===== config.mk =====
export PLATFORM = sky130hd
export DESIGN_NAME = indexed_min_heap_event_queue_top
export DESIGN_NICKNAME = d
export VERILOG_FILES = /design/src/hw/rtl/imhq_pkg.sv /design/src/hw/rtl/imhq_store.sv /design/src/hw/rtl/indexed_min_heap_event_queue_top.sv
export SDC_FILE = /design/constraint.sdc
export NUM_CORES = 2
export LEC_CHECK = 0
export ABC_AREA = 1
export BUFFER_PORTS_ARGS = -buffer_cell sky130_fd_sc_hd__buf_4
export CAP_MARGIN = 20
export CORE_MARGIN = 2
export CORE_UTILIZATION = 50
export DETAILED_ROUTE_END_ITERATION = 6
export PLACE_DENSITY_LB_ADDON = 0.05
export SYNTH_ARGS = -nofsm -noshare
export SYNTH_HDL_FRONTEND = slang
export SYNTH_SLANG_ARGS = --single-unit

===== constraint.sdc =====
create_clock -name clk -period 7.55 [get_ports clk]
set_clock_uncertainty 0.1 [all_clocks]
set_input_delay 1.1325 -clock clk [delete_from_list [all_inputs] [get_ports clk]]
set_output_delay 1.1325 -clock clk [all_outputs]
set_load 0.005 [all_outputs]

===== src/hw/rtl/imhq_pkg.sv =====
`default_nettype none
// ----------------------------------------------------------------------------
// imhq_pkg
// Shared types and constants of the indexed min-heap event queue.
// ----------------------------------------------------------------------------
package imhq_pkg;

  localparam int CAPACITY_DEF  = 64;
  localparam int TIME_BITS_DEF = 32;
  localparam int LIMIT_W       = 7;
  localparam logic [LIMIT_W-1:0] LIMIT_RESET = 7'd64;

  typedef enum logic {
    CMD_ADD    = 1'b0,
    CMD_UPDATE = 1'b1
  } cmd_t;

  typedef enum logic [1:0] {
    ST_OK    = 2'd0,
    ST_FULL  = 2'd1,
    ST_NO_ID = 2'd2
  } status_t;

  typedef struct packed {
    cmd_t        cmd;
    logic [5:0]  event_id;
    logic [31:0] event_time;
  } req_t;

  typedef struct packed {
    logic [5:0]  front_id;
    logic [31:0] front_time;
    logic [6:0]  event_count;
    logic [5:0]  assigned_id;
    status_t     status;
  } rsp_t;

  typedef enum logic [3:0] {
    S_IDLE, S_SID, S_OLD, S_CMPOLD, S_UP, S_UPCMP, S_DOWN, S_DN1, S_DN2,
    S_DNCMP, S_PLACE, S_FRONT, S_FRONTRD, S_OUT
  } state_t;

  typedef struct packed {
    logic slot_we;
    logic sid_we;
  } store_ctl_t;

endpackage
`default_nettype wire


===== src/hw/rtl/imhq_store.sv =====
`default_nettype none
// ----------------------------------------------------------------------------
// imhq_store
// Heap slot memory (id and time per slot) and slot-of-id memory, each with
// one write port and one registered read port.
// ----------------------------------------------------------------------------
module imhq_store #(
  parameter int CAPACITY  = imhq_pkg::CAPACITY_DEF,
  parameter int TIME_BITS = imhq_pkg::TIME_BITS_DEF,
  localparam int IW = $clog2(CAPACITY)
) (
  input  wire logic                 clk,
  input  wire imhq_pkg::store_ctl_t ctl,
  input  wire logic [IW-1:0]        slot_waddr,
  input  wire logic [IW-1:0]        slot_wid,
  input  wire logic [TIME_BITS-1:0] slot_wtime,
  input  wire logic [IW-1:0]        slot_raddr,
  output logic      [IW-1:0]        slot_rid,
  output logic      [TIME_BITS-1:0] slot_rtime,
  input  wire logic [IW-1:0]        sid_waddr,
  input  wire logic [IW-1:0]        sid_wdata,
  input  wire logic [IW-1:0]        sid_raddr,
  output logic      [IW-1:0]        sid_rdata
);

  logic [IW-1:0]        slot_id_mem   [CAPACITY];
  logic [TIME_BITS-1:0] slot_time_mem [CAPACITY];
  logic [IW-1:0]        sid_mem       [CAPACITY];

  always_ff @(posedge clk) begin
    if (ctl.slot_we) begin
      slot_id_mem[slot_waddr]   <= slot_wid;
      slot_time_mem[slot_waddr] <= slot_wtime;
    end
    slot_rid   <= slot_id_mem[slot_raddr];
    slot_rtime <= slot_time_mem[slot_raddr];
  end

  always_ff @(posedge clk) begin
    if (ctl.sid_we) begin
      sid_mem[sid_waddr] <= sid_wdata;
    end
    sid_rdata <= sid_mem[sid_raddr];
  end

endmodule
`default_nettype wire


===== src/hw/rtl/indexed_min_heap_event_queue_top.sv =====
`default_nettype none
// ----------------------------------------------------------------------------
// indexed_min_heap_event_queue_top
// Indexed binary min-heap of event times with add and update commands.
// ----------------------------------------------------------------------------
// Usage:
//   req channel (req_valid / req_stall / req) carries one command transaction:
//   add a new event time under the next free id, or update an existing id.
//   rsp channel (rsp_valid / rsp_stall / rsp) returns one transaction per
//   command: front id and time, event count, assigned id and status.
//   cfg_we / cfg_data write capacity_limit; write only while idle.
// Sequence: a refused command goes straight to the front read and the
//   result; an add sifts up with one parent read and compare per level; an
//   update first reads the slot of its id and its old time, then rises the
//   same way, stays, or sinks, reading two children per level through the
//   single memory read port.
//   One command is in flight at a time; req_stall is high until the result
//   has been taken.
// Reset: the heap becomes empty and capacity_limit returns to 64; no memory
//   clearing pass is needed since only entries below the count are read.
// Stall: a result waits in the output register while rsp_stall is high, and
//   no new command is taken meanwhile.
// ----------------------------------------------------------------------------
module indexed_min_heap_event_queue_top #(
  parameter int CAPACITY  = imhq_pkg::CAPACITY_DEF,
  parameter int TIME_BITS = imhq_pkg::TIME_BITS_DEF
) (
  input  wire logic                            clk,
  input  wire logic                            rst,
  input  wire logic                            req_valid,
  output logic                                 req_stall,
  input  wire imhq_pkg::req_t                  req,
  output logic                                 rsp_valid,
  input  wire logic                            rsp_stall,
  output imhq_pkg::rsp_t                       rsp,
  input  wire logic                            cfg_we,
  input  wire logic [imhq_pkg::LIMIT_W-1:0]    cfg_data
);

  localparam int IW = $clog2(CAPACITY);
  localparam int CW = $clog2(CAPACITY + 1);
  localparam int LW = (CW > imhq_pkg::LIMIT_W) ? CW : imhq_pkg::LIMIT_W;

  imhq_pkg::state_t state, state_next;

  logic [imhq_pkg::LIMIT_W-1:0] cap_reg;
  logic [CW-1:0]        held_count;
  logic [5:0]           id_reg;
  logic [IW-1:0]        pos;      // current hole position
  logic [IW-1:0]        nxt;      // parent or chosen child
  logic [IW-1:0]        mid;      // moving id
  logic [TIME_BITS-1:0] mtm;      // moving time
  logic [IW-1:0]        ctid;     // earlier child id
  logic [TIME_BITS-1:0] ctm;      // earlier child time
  logic [5:0]           assigned;
  imhq_pkg::status_t    status;

  imhq_pkg::store_ctl_t ctl;
  logic [IW-1:0]        slot_waddr, slot_wid, slot_raddr, slot_rid;
  logic [TIME_BITS-1:0] slot_wtime, slot_rtime;
  logic [IW-1:0]        sid_waddr, sid_wdata, sid_raddr, sid_rdata;

  logic                 req_acc;
  logic [LW-1:0]        limit;
  logic                 can_add, id_ok;
  logic [IW-1:0]        parent;
  logic [IW:0]          child1;
  logic                 child1_ok, child2_ok;
  logic [TIME_BITS-1:0] cmp_a, cmp_b;
  logic                 cmp_lt, cmp_eq;

  assign req_acc   = req_valid && !req_stall;
  assign req_stall = (state != imhq_pkg::S_IDLE);
  assign rsp_valid = (state == imhq_pkg::S_OUT);

  // Clamp the limit to the physical capacity
  assign limit   = (LW'(cap_reg) > LW'(CAPACITY)) ? LW'(CAPACITY) : LW'(cap_reg);
  assign can_add = LW'(held_count) < limit;
  assign id_ok   = LW'(req.event_id) < LW'(held_count);

  assign parent    = (pos - IW'(1)) >> 1;
  assign child1    = {pos, 1'b1};
  assign child1_ok = child1 < (IW + 1)'(held_count);
  assign child2_ok = ((IW + 1)'(nxt) + (IW + 1)'(1)) < (IW + 1)'(held_count);

  // Shared time comparator
  always_comb begin
    cmp_a = mtm;
    cmp_b = slot_rtime;
    unique case (state)
      imhq_pkg::S_DN2:   begin cmp_a = slot_rtime; cmp_b = ctm; end
      imhq_pkg::S_DNCMP: begin cmp_a = mtm;        cmp_b = ctm; end
      default:           begin cmp_a = mtm;        cmp_b = slot_rtime; end
    endcase
  end
  assign cmp_lt = cmp_a < cmp_b;
  assign cmp_eq = cmp_a == cmp_b;

  // Next state
  always_comb begin
    state_next = state;
    unique case (state)
      imhq_pkg::S_IDLE: begin
        if (req_acc) begin
          if (req.cmd == imhq_pkg::CMD_ADD) begin
            state_next = can_add ? imhq_pkg::S_UP : imhq_pkg::S_FRONT;
          end else begin
            state_next = id_ok ? imhq_pkg::S_SID : imhq_pkg::S_FRONT;
          end
        end
      end
      imhq_pkg::S_SID: state_next = imhq_pkg::S_OLD;
      imhq_pkg::S_OLD: state_next = imhq_pkg::S_CMPOLD;
      imhq_pkg::S_CMPOLD: begin
        priority if (cmp_lt) state_next = imhq_pkg::S_UP;
        else if (cmp_eq)     state_next = imhq_pkg::S_PLACE;
        else                 state_next = imhq_pkg::S_DOWN;
      end
      imhq_pkg::S_UP: begin
        state_next = (pos == '0) ? imhq_pkg::S_PLACE : imhq_pkg::S_UPCMP;
      end
      imhq_pkg::S_UPCMP: begin
        state_next = cmp_lt ? imhq_pkg::S_UP : imhq_pkg::S_PLACE;
      end
      imhq_pkg::S_DOWN: begin
        state_next = child1_ok ? imhq_pkg::S_DN1 : imhq_pkg::S_PLACE;
      end
      imhq_pkg::S_DN1: begin
        state_next = child2_ok ? imhq_pkg::S_DN2 : imhq_pkg::S_DNCMP;
      end
      imhq_pkg::S_DN2: state_next = imhq_pkg::S_DNCMP;
      imhq_pkg::S_DNCMP: begin
        state_next = cmp_lt ? imhq_pkg::S_PLACE : imhq_pkg::S_DOWN;
      end
      imhq_pkg::S_PLACE:   state_next = imhq_pkg::S_FRONT;
      imhq_pkg::S_FRONT:   state_next = imhq_pkg::S_FRONTRD;
      imhq_pkg::S_FRONTRD: state_next = imhq_pkg::S_OUT;
      imhq_pkg::S_OUT: begin
        if (!rsp_stall) state_next = imhq_pkg::S_IDLE;
      end
      default: state_next = imhq_pkg::S_IDLE;
    endcase
  end

  // Memory controls
  always_comb begin
    ctl        = '0;
    slot_waddr = pos;
    slot_wid   = mid;
    slot_wtime = mtm;
    sid_waddr  = mid;
    sid_wdata  = pos;
    slot_raddr = '0;
    sid_raddr  = IW'(id_reg);
    unique case (state)
      imhq_pkg::S_OLD:  slot_raddr = sid_rdata;
      imhq_pkg::S_UP:   slot_raddr = parent;
      imhq_pkg::S_DOWN: slot_raddr = IW'(child1);
      imhq_pkg::S_DN1:  slot_raddr = nxt + IW'(1);
      imhq_pkg::S_UPCMP: begin
        // drop the parent into the hole
        ctl.slot_we = cmp_lt;
        ctl.sid_we  = cmp_lt;
        slot_wid    = slot_rid;
        slot_wtime  = slot_rtime;
        sid_waddr   = slot_rid;
      end
      imhq_pkg::S_DNCMP: begin
        // lift the earlier child into the hole
        ctl.slot_we = !cmp_lt;
        ctl.sid_we  = !cmp_lt;
        slot_wid    = ctid;
        slot_wtime  = ctm;
        sid_waddr   = ctid;
      end
      imhq_pkg::S_PLACE: begin
        ctl.slot_we = 1'b1;
        ctl.sid_we  = 1'b1;
      end
      default: ;
    endcase
  end

  imhq_store #(
    .CAPACITY  (CAPACITY),
    .TIME_BITS (TIME_BITS)
  ) u_store (
    .clk        (clk),
    .ctl        (ctl),
    .slot_waddr (slot_waddr),
    .slot_wid   (slot_wid),
    .slot_wtime (slot_wtime),
    .slot_raddr (slot_raddr),
    .slot_rid   (slot_rid),
    .slot_rtime (slot_rtime),
    .sid_waddr  (sid_waddr),
    .sid_wdata  (sid_wdata),
    .sid_raddr  (sid_raddr),
    .sid_rdata  (sid_rdata)
  );

  // Control registers
  always_ff @(posedge clk) begin
    if (rst) begin
      state      <= imhq_pkg::S_IDLE;
      cap_reg    <= imhq_pkg::LIMIT_RESET;
      held_count <= '0;
    end else begin
      state <= state_next;
      if (cfg_we) cap_reg <= cfg_data;
      if (req_acc && req.cmd == imhq_pkg::CMD_ADD && can_add) begin
        held_count <= held_count + CW'(1);
      end
    end
  end

  // Datapath registers
  always_ff @(posedge clk) begin
    unique case (state)
      imhq_pkg::S_IDLE: begin
        id_reg   <= req.event_id;
        mtm      <= TIME_BITS'(req.event_time);
        assigned <= '0;
        if (req.cmd == imhq_pkg::CMD_ADD) begin
          status   <= can_add ? imhq_pkg::ST_OK : imhq_pkg::ST_FULL;
          pos      <= IW'(held_count);
          mid      <= IW'(held_count);
          assigned <= can_add ? 6'(held_count) : 6'd0;
        end else begin
          status <= id_ok ? imhq_pkg::ST_OK : imhq_pkg::ST_NO_ID;
          mid    <= IW'(req.event_id);
        end
      end
      imhq_pkg::S_OLD: pos <= sid_rdata;
      imhq_pkg::S_UP:  nxt <= parent;
      imhq_pkg::S_UPCMP: begin
        if (cmp_lt) pos <= nxt;
      end
      imhq_pkg::S_DOWN: nxt <= IW'(child1);
      imhq_pkg::S_DN1: begin
        ctid <= slot_rid;
        ctm  <= slot_rtime;
      end
      imhq_pkg::S_DN2: begin
        if (cmp_lt) begin
          ctid <= slot_rid;
          ctm  <= slot_rtime;
          nxt  <= nxt + IW'(1);
        end
      end
      imhq_pkg::S_DNCMP: begin
        if (!cmp_lt) pos <= nxt;
      end
      imhq_pkg::S_FRONTRD: begin
        rsp.front_id    <= (held_count == '0) ? 6'd0 : 6'(slot_rid);
        rsp.front_time  <= (held_count == '0) ? 32'd0 : 32'(slot_rtime);
        rsp.event_count <= 7'(held_count);
        rsp.assigned_id <= assigned;
        rsp.status      <= status;
      end
      default: ;
    endcase
  end

`ifndef NO_ASSERTIONS
  a_count_bound : assert property (@(posedge clk) disable iff (rst)
    LW'(held_count) <= LW'(CAPACITY))
    else $error("event count above capacity");

  a_count_step : assert property (@(posedge clk) disable iff (rst)
    (!$past(rst) && held_count != $past(held_count))
      |-> (held_count == $past(held_count) + CW'(1) && $past(req_acc)))
    else $error("event count moved without an accepted add");

  a_no_early_rsp : assert property (@(posedge clk) disable iff (rst)
    req_acc |=> !rsp_valid)
    else $error("result shown in the cycle after acceptance");

  a_update_keeps_count : assert property (@(posedge clk) disable iff (rst)
    (req_acc && req.cmd == imhq_pkg::CMD_UPDATE) |=> $stable(held_count))
    else $error("update changed the event count");
`endif

endmodule
`default_nettype wire

==> flow_summary.yaml <==
synth:
  yosysUniqueCellTypes: 43
  synthMuxAreaShare: 0
  synth-xor-area-share: 0.000349
  synth_edf_count: 2971
  ys_seq_area_frac: 0.720
  syn-num-nets: 10400
  synth_compound_area_frac: 0.105
  yosys_register_bits: 3033
  postSynth.asyncResetShare: 0
  synth-simple-area-share: 0.0985
  synth_area_mm2: 0.126
  synth_top_family_by_area: "compound AO/OA/AOI/OAI gates"
  synth_ff_type: "edfxtp_1"
  synthCells: 10300
  ys_warn_count: 0
  synth_fa_ha_area_frac: 0.00588
  syn_area_per_cell_um2: 12.2
routing:
  wl_per_cell_um: 25.3
  postRouteAntennaNets: 0
  drcViolationCount: 0
  totalWireLength_mm: 352
  drtIter0Drc: 9402
  num_vias: 80000
  drt_pass1_iterations: 5
  routed_via_density: 5.75
floorplan:
  num_io_pins: 106
  design.die.area_mm2: 0.255
  die_w_um: 505
  start_util: 0.501
  coreArea_mm2: 0.250
  die_h_um: 505
  rows: 184
worst_setup_path:
  crit_fanout: 38
  criticalPathCategory: "reg -> reg"
  crit_path_end_kind: "flip-flop"
  cp-start-kind: "flip-flop"
  cp.arrival_ps: 6750
  cp.required_ps: 8010
  worstRegToRegCells: 21
power_and_ir_drop:
  ir_worst_vdd_mv: 0.325
  leakage_nw: 50.5
  p_per_area_mw_per_mm2: 425
cts:
  numCtsBuffers: 334
  cts.htree.levels: 5
  cts_buffer_depth: 4
  post_cts_resized: 0
  clk_pin_slew_worst_paths_ps: 60
  root_buffer: "clkbuf_16"
  post_cts_buffers: 0
  insertion_delay_ps: 940
  tritoncts: "built"
  holdBufCountCts: 0
  clock_sinks: 3033
timing:
  slew_viol_final: 0
  period_share: 0.834
  whs_ps: 267
  period_needed_ps: 6290
  setup_viol: 0
  tightest_slew_ps: 1110
  timing.fmax_mhz: 159
  hold_viol: 0
  rsz0062_at_grt: "false"
  slew_headroom: 0.258
  tns_ps: 0
global_routing:
  grt_pass1_wl_mm: 518
  grt_use_total: 0.272
  antenna_found_initial: 13
  grt_max_degree: 196
  grt_pass1_vias: 76300
  gr-total-overflow: 0
job:
  max_cap_violations: 0
layout:
  area_growth_pct: 11.9
  final_cell_mix: "edfxtp_1 (2,971), inv_1 (1,442), nand2_1 (1,260)"
  nets: 10400
  largest_register_ffs: 2048
  instances_no_fill: 13900
  drive_gt1_frac: 0.0857
  largest_registers: "u_store.slot_time_mem x2048, u_store.sid_mem x384, u_store.slot_id_mem x384"
  final_common_cell: "edfxtp_1"
  top_register: "u_store.slot_time_mem"
hold_path:
  hp-class: "in -> reg"
  whs_path_depth: 1
place:
  dpl.hpwl_mm: 208
  port_buffers: 105
  place.gp.congestion: 0.883
  dp.cells: 13300
outcome:
  status: "complete, no violations"
[layout make-up]
class                           instances  area [um^2]
Fill cell                           20800       110000
Sequential cell                      3033        90500
Multi-Input combinational cell       5131        27300
Clock buffer                          428         8850
Inverter                             1495         5650
Tap cell                             3348         4190
Timing Repair Buffer                  332         3010
Clock inverter                        141         1150
Antenna cell                            5         12.5
[cells in the mapped netlist (all sizes together) (2+ instances only)]
cell type	number	area, um^2
edfxtp	2971	89200
inv	1492	5600
nand2	1267	4770
nand3	1164	5830
o21ai	824	4120
o211ai	737	5530
a21oi	457	2290
buf	412	2320
nor2	409	1570
clkbuf	222	833
o22ai	100	626
dfxtp	62	1240
ha	59	738
o221ai	51	447
nor3	14	81.3
nand4	13	81.3
a22o	6	52.6
o21bai	5	37.5
xor2	5	43.8
o311ai	4	35.0
or2	4	25.0
clkinv	3	12.5
o21a	3	22.5
a221oi	2	17.5
[metrics by stage]
step	total power, mW	instance area (um^2)	utilization	worst slack [ps]
2_1_floorplan	35.8	126000	-	2220
3_3_place_gp	44.7	131000	0.521	1420
3_5_place_dp	44.7	131000	0.521	1420
4_1_cts	59.9	141000	0.561	1410
5_1_grt	62.5	141000	0.561	972
6_report	59.8	141000	0.561	1260
[cells by family after synthesis]
logic type | after synthesis
DFF | 3033
buffers and inverters | 2129
AOI/OAI and AO/OA | 2193
xor gates and xnor gates | 5
and+or+nand+nor | 2874
adders and majority gates | 59
[power by group]
group	internal, mW	switching [mW]	leakage [nW]	total, mW
Combinational	5.00	16.5	18.3	21.5
Clock	8.81	6.45	4.88	15.3
Sequential	22.3	0.677	27.3	23.0
Total	36.2	23.6	50.5	59.8
[path summary, 6_finish.rpt]
kind,slack [ps],startpoint,endpoint
worst max-delay path,1260,state[2],u_store.slot_time_mem[34][18]
worst min-delay path,270,req[21],mtm[21]
worst max register to register,1260,state[2],u_store.slot_time_mem[34][18]
worst min register to register,320,assigned[2],rsp[4]
[worst max-delay path: stages, from the launching register on]
cell     delay, ps
dfxtp_1        370
inv_2           90
nand2_1        200
nor2_1         530
inv_2          420
buf_4          300
o21ai_0        170
ha_1           270
nand2_1         80
inv_1           40
nor2_1         110
o21a_1         130
nand2_1         50
a21oi_1        530
nand2_1        270
nand2_1        110
o21ai_0        140
o21ai_2        360
nand2_1        490
inv_1          230
nand2_1         80
inv_2          780
[layer usage]
layer  track usage  part of all wire
met2         0.421              0.46
met4        0.0669             0.023
met1         0.404              0.44
met3        0.0422             0.077
met5             0          0.000074
Note: power is estimated with default switching activity, not from simulation.
